File: src/sv/cau_pkg.sv
package cau_pkg;

    // operand format
    localparam int DATA_WIDTH = 32;
    localparam int FRAC_BITS  = 16;
    localparam int W2         = 2 * DATA_WIDTH;
    localparam int THR_WIDTH  = 16;

    // operation codes
    localparam logic [2:0] FUNC_ADD = 3'd0;
    localparam logic [2:0] FUNC_SUB = 3'd1;
    localparam logic [2:0] FUNC_MUL = 3'd2;
    localparam logic [2:0] FUNC_DIV = 3'd3;
    localparam logic [2:0] FUNC_MAG = 3'd4;

    // saturation limits
    localparam logic [DATA_WIDTH-1:0] MAX_POS = {1'b0, {(DATA_WIDTH-1){1'b1}}};
    localparam logic [DATA_WIDTH-1:0] MIN_NEG = {1'b1, {(DATA_WIDTH-1){1'b0}}};

    typedef struct packed {
        logic [2:0]                   func;
        logic signed [DATA_WIDTH-1:0] a_real;
        logic signed [DATA_WIDTH-1:0] a_imag;
        logic signed [DATA_WIDTH-1:0] b_real;
        logic signed [DATA_WIDTH-1:0] b_imag;
    } t_in_item;

    typedef struct packed {
        logic signed [DATA_WIDTH-1:0] res_real;
        logic signed [DATA_WIDTH-1:0] res_imag;
        logic                         div_zero;
        logic                         overflow;
    } t_out_item;

    // registered products
    typedef struct packed {
        logic [2:0]                   func;
        logic                         dz;
        logic signed [DATA_WIDTH-1:0] a_real;
        logic signed [DATA_WIDTH-1:0] a_imag;
        logic signed [DATA_WIDTH-1:0] b_real;
        logic signed [DATA_WIDTH-1:0] b_imag;
        logic signed [W2-1:0]         p_rr;
        logic signed [W2-1:0]         p_ii;
        logic signed [W2-1:0]         p_ri;
        logic signed [W2-1:0]         p_ir;
        logic signed [W2-1:0]         p_brr;
        logic signed [W2-1:0]         p_bii;
        logic signed [W2-1:0]         p_arr;
        logic signed [W2-1:0]         p_aii;
    } t_prod;

    // one long-division lane
    typedef struct packed {
        logic [W2-1:0]         rem;
        logic [DATA_WIDTH-1:0] lo;
        logic [DATA_WIDTH-1:0] q;
    } t_lane;

    // state carried through the iteration stages
    typedef struct packed {
        logic [2:0]            func;
        logic [DATA_WIDTH-1:0] res_real;
        logic [DATA_WIDTH-1:0] res_imag;
        logic                  dz;
        logic                  ovf;
        logic                  neg_r;
        logic                  neg_i;
        logic                  big_r;
        logic                  big_i;
        t_lane                 lane_r;
        t_lane                 lane_i;
        logic [W2-1:0]         den;
        logic [W2-1:0]         sq_n;
        logic [DATA_WIDTH+2:0] sq_rem;
        logic [DATA_WIDTH-1:0] sq_root;
    } t_iter;

endpackage

File: src/sv/cau_iter_stage.sv
module cau_iter_stage import cau_pkg::*; (
    input  logic  i_clk,
    input  logic  i_rst_n,
    input  logic  i_en,
    input  logic  i_valid,
    input  t_iter i_data,
    output logic  o_valid,
    output t_iter o_data
);

    logic                  r_valid;
    t_iter                 r_data;
    t_iter                 n_data;
    logic [DATA_WIDTH+2:0] sq_sh;
    logic [DATA_WIDTH+2:0] sq_trial;
    logic                  sq_ge;

    // one quotient bit of a restoring division
    function automatic t_lane lane_step(input t_lane l, input logic [W2-1:0] d);
        logic [W2:0] sh;
        logic        ge;
        t_lane       r;
        sh    = {l.rem, l.lo[DATA_WIDTH-1]};
        ge    = sh >= {1'b0, d};
        r.rem = ge ? W2'(sh - {1'b0, d}) : sh[W2-1:0];
        r.lo  = {l.lo[DATA_WIDTH-2:0], 1'b0};
        r.q   = {l.q[DATA_WIDTH-2:0], ge};
        return r;
    endfunction

    // one quotient bit per lane and one root bit per stage, two radicand bits shifted in
    always_comb begin
        sq_sh    = {i_data.sq_rem[DATA_WIDTH:0], i_data.sq_n[W2-1:W2-2]};
        sq_trial = {1'b0, i_data.sq_root, 2'b01};
        sq_ge    = sq_sh >= sq_trial;

        n_data         = i_data;
        n_data.lane_r  = lane_step(i_data.lane_r, i_data.den);
        n_data.lane_i  = lane_step(i_data.lane_i, i_data.den);
        n_data.sq_n    = {i_data.sq_n[W2-3:0], 2'b00};
        n_data.sq_rem  = sq_ge ? (sq_sh - sq_trial) : sq_sh;
        n_data.sq_root = {i_data.sq_root[DATA_WIDTH-2:0], sq_ge};
    end

    always_ff @(posedge i_clk) begin
        if (!i_rst_n) begin
            r_valid <= 1'b0;
        end else if (i_en) begin
            r_valid <= i_valid;
        end
    end

    always_ff @(posedge i_clk) begin
        if (i_en) begin
            r_data <= n_data;
        end
    end

    assign o_valid = r_valid;
    assign o_data  = r_data;

endmodule

File: config.mk
export PLATFORM = sky130hd
export DESIGN_NAME = cau_iter_stage
export DESIGN_NICKNAME = d
export VERILOG_FILES = /design/src/sv/cau_pkg.sv /design/src/sv/cau_iter_stage.sv
export SDC_FILE = /design/constraint.sdc
export NUM_CORES = 1
export LEC_CHECK = 0
export BUFFER_PORTS_ARGS = -buffer_cell sky130_fd_sc_hd__buf_2
export CAP_MARGIN = 20
export CORE_AREA = 3 3 403 405
export DETAILED_ROUTE_END_ITERATION = 12
export DIE_AREA = 0 0 406 408
export SLEW_MARGIN = 20
export SYNTH_ARGS = -nofsm -noshare
export SYNTH_HDL_FRONTEND = slang
export SYNTH_SLANG_ARGS = --single-unit
export TNS_END_PERCENT = 100
File: constraint.sdc
create_clock -name i_clk -period 4 [get_ports i_clk]
set_input_delay 0.6 -clock i_clk [delete_from_list [all_inputs] [get_ports i_clk]]
set_output_delay 0.6 -clock i_clk [all_outputs]
set_load 0.05 [all_outputs]
[Word-level counts from Yosys, hierarchy flattened]
Cells that the tools add are included.
Storage, ports and cells
  logic and storage cells: 29
  output and inout bits: 525
  register bits: 521
  bits of input ports: 528
Cells by class
  $add $sub $neg: 3
  muxes and demuxes: 3
  $lt $le $gt $ge: 3
Operators with widths (count)
  $ge 65x64->1: 2
  $mux 64: 2
  $sub 64x64->64: 2
  $ge 35x34->1: 1
  $mux 35: 1
  $sub 35x34->35: 1

[Longest topological paths before layout]
Gate-level depths: netlist (run 1).
  word-level depth: 2
  gate-level depth with buffers: 15
  gate-level depth less buffers: 13

[Least setup slack after synthesis (run 1)]
No wires, ideal clock.
  path type: input-to-reg
  from: in i_data[147] (netlist bit)
  to: reg r_data, in the netlist o_data[271], data pin
  data arrival time: 3161 ps
  stages: 14
  library setup time: 260 ps
  required time: 3740 ps
  path buffers: 3
  path slack: 578 ps
  path through: inv_1 > ha_1 > buf_6 > a21o_1 > a31oi_1 > o211ai_1 > a31oi_2 > nor2_1 > or3_4 > a41oi_2 > o2111ai_1 > buf_2 > buf_6 > mux2_4
RTL lines
  from (decl): RTL line cau_iter_stage.sv:6  | input t_iter i_data,
  to (signal assigned): RTL line cau_iter_stage.sv:55  | r_data <= n_data;
  to (decl): RTL line cau_iter_stage.sv:12  | t_iter r_data;

==> results.rst, run 1 <==
.. list-table::
   :header-rows: 1

   * - Metric
     - Value
   * - F_max
     - 288 MHz
   * - Routability congestion estimate from global placement
     - 0.905
   * - Via density
     - 4.34
   * - Top Ports
     - 1053
   * - IR drop worst, VDD
     - 0.311 mV
   * - Number of warnings issued by yosys
     - 0
   * - Arrival time at the worst endpoint
     - 3.89 ns
   * - DP Cell Count
     - 5644
   * - CTS tree
     - done
   * - Post-cts resize count
     - 0
   * - Most frequent standard cell in the layout excluding fill and tap cells
     - sky130_fd_sc_hd__buf_2
   * - Worst-Margin Slew
     - 0.695 ns
   * - Number of logic stages on the critical path including buffering
     - 19
   * - Clk buf depth
     - 3
   * - Average routed wire per standard cell
     - 29.2 um
   * - Status
     - finished clean
   * - Count of hold buffers inserted by post-cts repair
     - 0
   * - Pin count of the biggest net entering global routing
     - 108
   * - Vias in the first global route
     - 24900
   * - Number of vias in the routed layout
     - 25300
   * - Most used DFF post-synth
     - sky130_fd_sc_hd__edfxtp_1
   * - Number of cells on the worst hold path
     - 1
   * - TritonCTS buffer count
     - 73
   * - Signed area change from the synthesized netlist to the final layout
     - 43.7%
   * - DRT Pass-1 Iters
     - 6
   * - Instance area after placement
     - 36900 sq um
   * - Post-layout instance area
     - 39500 sq um
   * - Pwr Density
     - 498 nW/um^2
   * - Root cell of the clock tree
     - sky130_fd_sc_hd__clkbuf_16
   * - First-pass GRT wire length
     - 220000 um
   * - Post-Route Utilization
     - 0.249
   * - Max-Cap Viols
     - 0
   * - Count of final hold-check violations
     - 0
   * - Leakage component of the power
     - 17.1 nW
   * - Crit path max-delay family
     - compound AO/OA/AOI/OAI gates
   * - CP peak stage delay
     - 0.42 ns
   * - Bufs and invs on worst path
     - 7
   * - Post-CTS Setup Inserts
     - 0
   * - Die footprint
     - 166000 sq um
   * - Initial Utilization
     - 0.173
   * - Count of placed standard cells in the final layout, fillers left out
     - 5818
   * - Fraction of layout cells with a size suffix above 1
     - 0.395
   * - Worst-case reg-to-reg path depth
     - 2
   * - Most prevalent standard cell on the critical path
     - sky130_fd_sc_hd__buf_4
   * - TritonCTS sink count
     - 521
   * - Critical path start-end classification
     - input pin to register
   * - Worst hold slack
     - 0.0781 ns
   * - Final setup fails
     - 0
   * - Post-route minimum period
     - 3.48 ns
   * - Unrepaired setup endpoints after global routing
     - no
   * - CP max stage cell
     - sky130_fd_sc_hd__fa_1
   * - Post-synthesis register bit count
     - 521
   * - Number of antenna violations at the first check in global routing
     - 169
   * - Number of I/O port buffers
     - 1044
   * - Launching element type of the critical path
     - input pin
   * - Post-synthesis instance area
     - 27500 sq um
   * - Gate count of the mapped netlist
     - 2362
   * - Die outline width
     - 406 um
   * - Count of pins over their slew limit
     - 0
   * - Global routing usage summed across all routing layers
     - 0.196
   * - Initial DRC count
     - 1791
   * - Max_slew headroom
     - 0.536
   * - Netlist cell types
     - 87
   * - Total core area
     - 159000 sq um
   * - Worst min path class
     - input pin to register
   * - Vertical die dimension
     - 408 um
   * - Number of core rows
     - 146
   * - Synthesized area divided by synthesized cell count
     - 11.6 sq um
   * - Clock-pin slew reported for the worst setup and hold paths after clock tree synthesis
     - 0.06 ns
   * - Crit Path Max Fanout
     - 3
   * - HPWL Detailed
     - 146000 um
   * - Final critical-path share of the clock period
     - 0.869
   * - EDFF count, synth
     - 520
   * - DR DRC count
     - 0
   * - FILL cells
     - 17000
   * - Routed WL
     - 170000 um
   * - Share of the yosys chip area belonging to registers
     - 0.570
   * - Top library cells by usage in the layout, fill and taps aside
     - sky130_fd_sc_hd__buf_2 (1043), sky130_fd_sc_hd__edfxtp_1 (520), sky130_fd_sc_hd__buf_4 (234)
   * - Insertion delay of the later-clocked pin in the worst-skew pair
     - 0.68 ns
   * - Total congestion overflow
     - 0
   * - Worst EP required
     - 4.41 ns
   * - Ordered list of cells on the worst path
     - buf_2 > inv_1 > ha_1 > fa_1 > nor2b_1 > o31ai_1 > buf_4 > a211oi_1 > buf_4 > buf_4 > o21ai_1 > a31oi_1 > buf_4 > o21ai_1 > buf_4 > a21oi_1 > a21boi_1 > xnor2_1 > mux2_2
   * - Max H-tree Level
     - 3
   * - Post-synth ARST share
     - 0
   * - Endpoint kind of the worst setup timing path
     - register
   * - Number of antenna-violating nets in the routed design
     - 0
   * - Clock tree skew after final layout
     - 0 ns
   * - Net count of the finished layout
     - 4339
   * - Overall power of the completed layout
     - 19.6 mW
==> metrics by stage <==
step | worst slack (ns) | setup TNS, ns
2_1_floorplan | 0.578 | 0
3_3_place_gp | -0.167 | -1.37
3_5_place_dp | -0.181 | -1.59
4_1_cts | 0.563 | 0
5_1_grt | 0.334 | 0
6_report | 0.523 | 0
==> cell families (layout without fill, tap and decap cells) <==
group | after synthesis | count (layout) | share of synthesized area
flops | 521 | 521 | 0.570
simple gates | 566 | 566 | 0.0963
fa+ha+maj | 164 | 164 | 0.0753
buf+inv | 229 | 1565 | 0.0338
xor+xnor | 141 | 141 | 0.0450
mux | 60 | 60 | 0.0258
other cells | 1 | 49 | 0.000137
compound gates | 680 | 680 | 0.154
==> synthesized netlist by cell type (6+ instances only) <==
cell type / instances / share of area
sky130_fd_sc_hd__nor2b_1: 13 / 0.0030
sky130_fd_sc_hd__and3_1: 19 / 0.0043
sky130_fd_sc_hd__ha_1: 162 / 0.074
sky130_fd_sc_hd__nand2_1: 208 / 0.028
sky130_fd_sc_hd__xor2_1: 61 / 0.019
sky130_fd_sc_hd__a21o_1: 82 / 0.022
sky130_fd_sc_hd__and2_1: 12 / 0.0027
sky130_fd_sc_hd__o21ai_0: 160 / 0.029
sky130_fd_sc_hd__a21boi_0: 14 / 0.0038
sky130_fd_sc_hd__a221o_1: 6 / 0.0022
sky130_fd_sc_hd__o21a_1: 24 / 0.0066
sky130_fd_sc_hd__inv_1: 148 / 0.020
sky130_fd_sc_hd__o21ai_1: 13 / 0.0024
sky130_fd_sc_hd__nand4_1: 39 / 0.0089
sky130_fd_sc_hd__mux2_1: 12 / 0.0049
sky130_fd_sc_hd__clkbuf_1: 50 / 0.0068
sky130_fd_sc_hd__buf_2: 19 / 0.0035
sky130_fd_sc_hd__edfxtp_1: 520 / 0.57
sky130_fd_sc_hd__a221oi_1: 7 / 0.0022
sky130_fd_sc_hd__a211oi_1: 13 / 0.0036
sky130_fd_sc_hd__mux2_2: 33 / 0.014
sky130_fd_sc_hd__o211ai_1: 6 / 0.0016
sky130_fd_sc_hd__or3_1: 7 / 0.0016
sky130_fd_sc_hd__nor2_1: 155 / 0.021
sky130_fd_sc_hd__nand2b_1: 18 / 0.0041
sky130_fd_sc_hd__o21bai_1: 34 / 0.0093
sky130_fd_sc_hd__mux2_4: 10 / 0.0055
sky130_fd_sc_hd__nor3_1: 29 / 0.0053
sky130_fd_sc_hd__or2_2: 6 / 0.0014
sky130_fd_sc_hd__xnor2_1: 80 / 0.026
sky130_fd_sc_hd__nand3_1: 28 / 0.0051
sky130_fd_sc_hd__o31ai_1: 12 / 0.0033
sky130_fd_sc_hd__a21oi_1: 231 / 0.042
sky130_fd_sc_hd__nor4_1: 8 / 0.0018
sky130_fd_sc_hd__a31oi_1: 18 / 0.0041
==> cell type report <==
cell class                 instances  area (sq um)  share of cell area
antenna                           45           113             0.00285
clock inverter                    46           583              0.0148
multi-input combinational       1615         10900               0.277
tap                             2072          2590              0.0657
clock buffer                      83          1860              0.0472
timing repair buffer            1288          7190               0.182
sequential                       521         15600               0.396
inverter                         148           556              0.0141
==> metal layers <==
metal  GRT usage  up-vias  part of all wire
li1            -    11400                 -
met1       0.203    12200              0.34
met2       0.357     1180              0.51
met3      0.0750      355              0.10
met4      0.0738       80             0.043
met5           0        -            0.0033
==> power by group <==
part / internal (mW) / switching, mW / leakage (nW)
Sequential: 6.72 / 0.183 / 5.10
Combinational: 1.67 / 4.28 / 10.8
Clock: 3.93 / 2.87 / 1.17
==> worst paths after layout <==
check	startpoint	to	slack (ns)
worst min register to register	o_valid$_SDFFE_PN0P_	o_valid$_SDFFE_PN0P_	0.52
worst max register to register	o_valid$_SDFFE_PN0P_	o_valid$_SDFFE_PN0P_	3.42
worst min-delay path	i_data[70]	o_data[72]$_DFFE_PP_	0.08
worst max-delay path	i_data[258]	o_data[317]$_DFFE_PP_	0.52
==> state kept, by name, indices dropped and copies added (netlist names) <==
signal and flops:
o_valid 1, o_data 520
No activity file was read; power rests on OpenSTA's default activity.
==> inputs of run 2 (changes only) <==
--- a/config.mk
+++ b/config.mk
@@ -10,6 +10,7 @@
 export CORE_AREA = 3 3 403 405
 export DETAILED_ROUTE_END_ITERATION = 12
 export DIE_AREA = 0 0 406 408
+export MAX_ROUTING_LAYER = met4
 export SLEW_MARGIN = 20
 export SYNTH_ARGS = -nofsm -noshare
 export SYNTH_HDL_FRONTEND = slang
==> results.rst, run 2 (same netlist as run 1, synthesis figures left out) <==
.. list-table::
   :header-rows: 1

   * - Metric
     - Value
   * - Count of pins over their slew limit
     - 0 (unchanged)
   * - HPWL Detailed
     - 146000 um (about the same)
   * - Clk buf depth
     - 3 (unchanged)
   * - Number of cells on the worst hold path
     - 1 (unchanged)
   * - Most frequent standard cell in the layout excluding fill and tap cells
     - sky130_fd_sc_hd__buf_2 (unchanged)
   * - Number of core rows
     - 146 (unchanged)
   * - Initial DRC count
     - 1646 (was 1791)
   * - CTS tree
     - done (unchanged)
   * - Count of hold buffers inserted by post-cts repair
     - 0 (unchanged)
   * - Number of antenna violations at the first check in global routing
     - 164 (was 169)
   * - F_max
     - 286 MHz (was 288 MHz)
   * - Clock-pin slew reported for the worst setup and hold paths after clock tree synthesis
     - 0.06 ns (about the same)
   * - Instance area after placement
     - 37000 sq um (was 36900 sq um)
   * - Worst EP required
     - 4.41 ns (about the same)
   * - Unrepaired setup endpoints after global routing
     - no (unchanged)
   * - Leakage component of the power
     - 17.1 nW (about the same)
   * - Max_slew headroom
     - 0.405 (was 0.536)
   * - Vertical die dimension
     - 408 um (unchanged)
   * - Max-Cap Viols
     - 0 (unchanged)
   * - Post-route minimum period
     - 3.50 ns (was 3.48 ns)
   * - Post-layout instance area
     - 39600 sq um (was 39500 sq um)
   * - Top Ports
     - 1053 (unchanged)
   * - Most prevalent standard cell on the critical path
     - sky130_fd_sc_hd__buf_4 (unchanged)
   * - Post-cts resize count
     - 0 (unchanged)
   * - Pin count of the biggest net entering global routing
     - 67 (was 108)
   * - TritonCTS buffer count
     - 72 (was 73)
   * - TritonCTS sink count
     - 521 (unchanged)
   * - Pwr Density
     - 492 nW/um^2 (was 498 nW/um^2)
   * - Total core area
     - 159000 sq um (unchanged)
   * - Count of final hold-check violations
     - 0 (unchanged)
   * - Initial Utilization
     - 0.173 (unchanged)
   * - Number of vias in the routed layout
     - 25100 (was 25300)
   * - Top library cells by usage in the layout, fill and taps aside
     - sky130_fd_sc_hd__buf_2 (1043), sky130_fd_sc_hd__edfxtp_1 (520), sky130_fd_sc_hd__buf_4 (235) (was sky130_fd_sc_hd__buf_2 (1043), sky130_fd_sc_hd__edfxtp_1 (520), sky130_fd_sc_hd__buf_4 (234))
   * - First-pass GRT wire length
     - 219000 um (was 220000 um)
   * - FILL cells
     - 17000 (about the same)
   * - Net count of the finished layout
     - 4343 (was 4339)
   * - Post-CTS Setup Inserts
     - 0 (unchanged)
   * - Signed area change from the synthesized netlist to the final layout
     - 44.1% (was 43.7%)
   * - CP peak stage delay
     - 0.44 ns (was 0.42 ns)
   * - Total congestion overflow
     - 0 (unchanged)
   * - Post-Route Utilization
     - 0.249 (about the same)
   * - CP max stage cell
     - sky130_fd_sc_hd__a2111oi_1 (was sky130_fd_sc_hd__fa_1)
   * - Via density
     - 4.29 (was 4.34)
   * - Worst-case reg-to-reg path depth
     - 2 (unchanged)
   * - Insertion delay of the later-clocked pin in the worst-skew pair
     - 0.66 ns (was 0.68 ns)
   * - Endpoint kind of the worst setup timing path
     - register (unchanged)
   * - Arrival time at the worst endpoint
     - 3.91 ns (was 3.89 ns)
   * - Number of I/O port buffers
     - 1044 (unchanged)
   * - Root cell of the clock tree
     - sky130_fd_sc_hd__clkbuf_16 (unchanged)
   * - Global routing usage summed across all routing layers
     - 0.202 (was 0.196)
   * - Launching element type of the critical path
     - input pin (unchanged)
   * - Die outline width
     - 406 um (unchanged)
   * - IR drop worst, VDD
     - 0.304 mV (was 0.311 mV)
   * - Final critical-path share of the clock period
     - 0.875 (was 0.869)
   * - Critical path start-end classification
     - input pin to register (unchanged)
   * - Worst min path class
     - input pin to register (unchanged)
   * - Crit Path Max Fanout
     - 3 (unchanged)
   * - Average routed wire per standard cell
     - 28.9 um (was 29.2 um)
   * - Die footprint
     - 166000 sq um (unchanged)
   * - Max reg flops
     - 520 (unchanged)
   * - DRT Pass-1 Iters
     - 5 (was 6)
   * - Worst-Margin Slew
     - 0.892 ns (was 0.695 ns)
   * - Post-Place Worst Slack
     - -0.235 ns (was -0.181 ns)
   * - Slack of the critical path
     - 0.502 ns (was 0.523 ns)
   * - Overall power of the completed layout
     - 19.5 mW (was 19.6 mW)
   * - Worst hold slack
     - 0.0929 ns (was 0.0781 ns)
   * - Routed WL
     - 169000 um (was 170000 um)
   * - Final setup fails
     - 0 (unchanged)
   * - Max H-tree Level
     - 3 (unchanged)
   * - Routability congestion estimate from global placement
     - 0.923 (was 0.905)
   * - Number of antenna-violating nets in the routed design
     - 0 (unchanged)
   * - Clock tree skew after final layout
     - 0 ns (unchanged)
   * - Status
     - finished clean (unchanged)
   * - Ordered list of cells on the worst path
     - buf_2 > buf_4 > ha_1 > fa_1 > nor2b_1 > o31a_1 > o31a_1 > o211ai_1 > a2111oi_1 > buf_4 > o21ai_2 > buf_4 > o21ai_1 > a2111oi_0 > xnor2_1 > o21ai_1 (was buf_2 > inv_1 > ha_1 > fa_1 > nor2b_1 > o31ai_1 > buf_4 > a211oi_1 > buf_4 > buf_4 > o21ai_1 > a31oi_1 > buf_4 > o21ai_1 > buf_4 > a21oi_1 > a21boi_1 > xnor2_1 > mux2_2)
   * - Fraction of layout cells with a size suffix above 1
     - 0.397 (was 0.395)
   * - DR DRC count
     - 0 (unchanged)
   * - Vias in the first global route
     - 24700 (was 24900)
run 2: layer usage:
layer | track usage | up-vias | part of all wire
met5 | - | - | 0
met4 | 0.0904 | 0 | 0.053
met3 | 0.0697 | 304 | 0.087
met2 | 0.347 | 1137 | 0.50
met1 | 0.206 | 12100 | 0.36
li1 | - | 11500 | -
run 2: power by group:
group	internal [mW]	leakage (nW)	switching [mW]	total [mW]
logic	1.68	10.8	4.27	5.94
clock network	3.76	1.14	2.85	6.60
registers	6.71	5.10	0.191	6.91
total	12.1	17.1	7.30	19.5
run 2: worst paths after layout:
check | from | endpoint | slack, ns
worst max register to register | o_valid$_SDFFE_PN0P_ | o_valid$_SDFFE_PN0P_ | 3.40
worst min register to register | o_valid$_SDFFE_PN0P_ | o_valid$_SDFFE_PN0P_ | 0.53
worst min-delay path | i_data[370] | o_data[371]$_DFFE_PP_ | 0.09
worst max-delay path | i_data[131] | o_data[449]$_DFFE_PP_ | 0.50
run 2: cell type report:
type,count,area [sq um],share of cell area
sequential,521,15600,0.395
multi-input combinational,1615,10900,0.276
timing repair buffer,1293,7280,0.184
tap,2072,2590,0.0655
clock buffer,83,1840,0.0466
inverter,148,556,0.0140
clock inverter,49,536,0.0135
antenna,76,190,0.00481
run 2: critical path, delay by kind of cell:
family                   cells  cell delay [ns]
adder cells (fa/ha/maj)      2             0.66
buffers and inverters        4             0.63
AND/OR/NAND/NOR              1             0.18
XOR/XNOR                     1             0.16
AO/OA/AOI/OAI                8             1.66
run 2: through the flow:
step,TNS [ns],cells
floorplan,0,2365
global placement,-0.880,5649
detailed placement,-1.45,5649
CTS,0,5781
global route,0,5846
finish,0,5857
==> inputs of run 3 (changes only) <==
--- a/config.mk
+++ b/config.mk
@@ -10,6 +10,7 @@
 export CORE_AREA = 3 3 403 405
 export DETAILED_ROUTE_END_ITERATION = 12
 export DIE_AREA = 0 0 406 408
+export GPL_TIMING_DRIVEN = 0
 export MAX_ROUTING_LAYER = met4
 export SLEW_MARGIN = 20
 export SYNTH_ARGS = -nofsm -noshare
==> constraint.sdc (replaced) <==
create_clock -name i_clk -period 3.3 [get_ports i_clk]
set_input_delay 0.495 -clock i_clk [delete_from_list [all_inputs] [get_ports i_clk]]
set_output_delay 0.495 -clock i_clk [all_outputs]
set_load 0.05 [all_outputs]
==> results.rst, run 3 (same netlist as run 1, synthesis figures left out) <==
.. list-table::
   :header-rows: 1

   * - Metric
     - Value
   * - Root cell of the clock tree
     - sky130_fd_sc_hd__clkbuf_16 (unchanged)
   * - Timing endpoint of the critical path
     - o_data[445]$_DFFE_PP_ (was o_data[449]$_DFFE_PP_)
   * - Worst EP required
     - 3.76 ns (was 4.41 ns)
   * - Register-to-register setup slack
     - 2.68 ns (was 3.40 ns)
   * - Number of I/O port buffers
     - 1044 (unchanged)
   * - IR drop worst, VDD
     - 0.387 mV (was 0.304 mV)
   * - Launching element type of the critical path
     - input pin (unchanged)
   * - Total core area
     - 159000 sq um (unchanged)
   * - Net count of the finished layout
     - 4526 (was 4343)
   * - Max_slew headroom
     - 0.450 (was 0.405)
   * - Clock tree skew after final layout
     - 0 ns (unchanged)
   * - CP max stage cell
     - sky130_fd_sc_hd__o41ai_4 (was sky130_fd_sc_hd__a2111oi_1)
   * - Reg2Reg Capture Point
     - o_valid$_SDFFE_PN0P_ (unchanged)
   * - CP peak stage delay
     - 0.42 ns (was 0.44 ns)
   * - HPWL Detailed
     - 149000 um (was 146000 um)
   * - Arrival time at the worst endpoint
     - 3.74 ns (was 3.91 ns)
   * - Total net switching power
     - 9.00 mW (was 7.30 mW)
   * - Layer with the highest usage
     - met2 (unchanged)
   * - Ordered list of cells on the worst path
     - buf_2 > inv_1 > ha_1 > buf_6 > nand4_1 > nor3_4 > nand4_1 > o22ai_2 > nor3_4 > buf_12 > a2111oi_4 > buf_4 > a211oi_4 > buf_4 > buf_6 > buf_8 > o41ai_4 (was buf_2 > buf_4 > ha_1 > fa_1 > nor2b_1 > o31a_1 > o31a_1 > o211ai_1 > a2111oi_1 > buf_4 > o21ai_2 > buf_4 > o21ai_1 > a2111oi_0 > xnor2_1 > o21ai_1)
   * - Count of final hold-check violations
     - 0 (unchanged)
   * - TritonCTS buffer count
     - 72 (unchanged)
   * - Via density
     - 4.35 (was 4.29)
   * - Overall power of the completed layout
     - 24.0 mW (was 19.5 mW)
   * - DRT Pass-1 Iters
     - 6 (was 5)
   * - CTS tree
     - done (unchanged)
   * - Vertical die dimension
     - 408 um (unchanged)
   * - Met2 usage
     - 0.370 (was 0.347)
   * - Sequential power share
     - 0.349 (was 0.355)
   * - Average routed wire per standard cell
     - 29.5 um (was 28.9 um)
   * - Count of pins over their slew limit
     - 0 (unchanged)
   * - Fraction of layout cells with a size suffix above 1
     - 0.356 (was 0.397)
   * - Endpoint kind of the worst setup timing path
     - register (unchanged)
   * - Instance area after placement
     - 35500 sq um (was 37000 sq um)
   * - Number of antenna violations at the first check in global routing
     - 128 (was 164)
   * - Die footprint
     - 166000 sq um (unchanged)
   * - Launch instance of the worst min-delay path
     - i_data[185] (was i_data[370])
   * - Clk buf depth
     - 3 (unchanged)
   * - Insertion delay of the later-clocked pin in the worst-skew pair
     - 0.67 ns (was 0.66 ns)
   * - Total congestion overflow
     - 0 (unchanged)
   * - Slack of the critical path
     - 0.0261 ns (was 0.502 ns)
   * - Number of core rows
     - 146 (unchanged)
   * - Routed WL
     - 177000 um (was 169000 um)
   * - Max reg flops
     - 520 (unchanged)
   * - Unrepaired setup endpoints after global routing
     - yes (was no)
   * - Start of the worst register-to-register path
     - o_valid$_SDFFE_PN0P_ (unchanged)
   * - Worst-case reg-to-reg path depth
     - 2 (unchanged)
   * - Cell-internal power
     - 15.0 mW (was 12.1 mW)
   * - TritonCTS sink count
     - 521 (unchanged)
   * - Most frequent standard cell in the layout excluding fill and tap cells
     - sky130_fd_sc_hd__buf_2 (unchanged)
   * - M3 GR Usage
     - 0.0640 (was 0.0697)
   * - Worst-Margin Slew
     - 0.818 ns (was 0.892 ns)
   * - Max-Cap Viols
     - 0 (unchanged)
   * - Initial Utilization
     - 0.173 (unchanged)
   * - Clock-pin slew reported for the worst setup and hold paths after clock tree synthesis
     - 0.06 ns (about the same)
   * - Critical path start-end classification
     - input pin to register (unchanged)
   * - Vias in the first global route
     - 26100 (was 24700)
   * - Crit Path Max Fanout
     - 10 (was 3)
   * - Final critical-path share of the clock period
     - 0.992
   * - Sum Neg Setup Slack
     - 0 ns (unchanged)
   * - Post-Place Worst Slack
     - -2.61 ns (was -0.235 ns)
   * - Number of antenna-violating nets in the routed design
     - 0 (unchanged)
   * - Top library cells by usage in the layout, fill and taps aside
     - sky130_fd_sc_hd__buf_2 (1054), sky130_fd_sc_hd__edfxtp_1 (520), sky130_fd_sc_hd__dlygate4sd3_1 (328) (was sky130_fd_sc_hd__buf_2 (1043), sky130_fd_sc_hd__edfxtp_1 (520), sky130_fd_sc_hd__buf_4 (235))
   * - Post-route minimum period
     - 3.27 ns
   * - Max H-tree Level
     - 3 (unchanged)
   * - Global routing usage summed across all routing layers
     - 0.213 (was 0.202)
   * - Leakage component of the power
     - 17.7 nW (was 17.1 nW)
   * - M1 GR Usage
     - 0.222 (was 0.206)
   * - Post-layout instance area
     - 42200 sq um (was 39600 sq um)
   * - Initial DRC count
     - 1964 (was 1646)
   * - Combinational share of power
     - 0.314 (was 0.305)
   * - Final setup fails
     - 0 (unchanged)
   * - Die outline width
     - 406 um (unchanged)
   * - Worst setup path start
     - i_data[151] (was i_data[131])
   * - First-pass GRT wire length
     - 231000 um (was 219000 um)
   * - Net switching fraction of the power
     - 0.375 (about the same)
   * - F_max
     - 305 MHz
   * - Pin count of the biggest net entering global routing
     - 79 (was 67)
   * - Signed area change from the synthesized netlist to the final layout
     - 53.6% (was 44.1%)
   * - Pwr Density
     - 569 nW/um^2 (was 492 nW/um^2)
   * - Worst min path class
     - input pin to register (unchanged)
   * - Status
     - finished clean (unchanged)
   * - Number of vias in the routed layout
     - 26200 (was 25100)
   * - Top Ports
     - 1053 (unchanged)
   * - DR DRC count
     - 0 (unchanged)
   * - Routability congestion estimate from global placement
     - 0.895 (was 0.923)
   * - Clock share of power
     - 0.337 (was 0.339)
[run 3: cell count changes in the layout (fill, tap and decap cells not counted), sizes merged]
cell,before,now
dlygate4sd3,0,328
buf,1293,1108
clkbuf,83,128
diode,76,58
clkinv,34,19
clkinvlp,6,11
inv,151,148
bufinv,6,8
[run 3: power groups by stage]
stage               Clock [mW]  Sequential, mW  Combinational, mW
floorplan                    0            10.9               2.01
global placement             0            8.61               6.95
detailed placement           0            8.49               6.98
CTS                       8.38            8.37               7.51
global route              8.57            8.42               7.94
finish                    8.07            8.36               7.53
[run 3: worst min path at each step]
| stage | to | slack, ns | cells past startpoint |
|---|---|---|---|
| finish | o_data[185]$_DFFE_PP_ | 0.07 | 1 |
| global route | o_data[468]$_DFFE_PP_ | 0.02 | 1 |
| CTS | o_data[137]$_DFFE_PP_ | 0.00008 | 1 |
| detailed placement | o_valid$_SDFFE_PN0P_ | 0.51 | 2 |
| global placement | o_valid$_SDFFE_PN0P_ | 0.51 | 2 |
| floorplan | o_data[100]$_DFFE_PP_ | 0.59 | 0 |
[run 3: what timing repair did]
item                                    CTS  global route
buffers inserted                         17            11
endpoints found under the setup margin  130           158
gates resized for setup                  87            96
hold endpoints to repair                328             0
hold buffers                            328             0
pin swaps                                15            29
[run 3: critical path: cells and delay by family]
| family | cells | cell delay (ns) |
|---|---|---|
| compound gates | 4 | 0.96 |
| buf+inv | 8 | 1.13 |
| fa+ha+maj | 1 | 0.31 |
| simple gates | 4 | 0.80 |
[run 3: cell type report]
type / count / area, sq um
fill: 16800 / 117000
sequential: 521 / 15600
multi-input combinational: 1615 / 11500
timing repair buffer: 1407 / 8960
tap: 2072 / 2590
clock buffer: 88 / 1880
inverter: 148 / 571
clock inverter: 38 / 474
buffer: 69 / 410
antenna: 58 / 145
[run 3: routing by layer]
| layer | wire length, um | up-vias |
|---|---|---|
| li1 | - | 11900 |
| met1 | 64900 | 12800 |
| met2 | 88500 | 1170 |
| met3 | 14700 | 350 |
| met4 | 9280 | 0 |
| met5 | 0 | - |
[run 3: per-stage QoR]
| stage | utilization | hold slack (ns) | instances |
|---|---|---|---|
| detailed placement | 0.224 | 0.510 | 5488 |
| global placement | 0.222 | 0.505 | 5481 |
| finish | 0.266 | 0.0701 | 6016 |
| CTS | 0.262 | 0.0000815 | 5958 |
| global route | 0.266 | 0.0213 | 6009 |
| floorplan | - | 0.594 | 2365 |
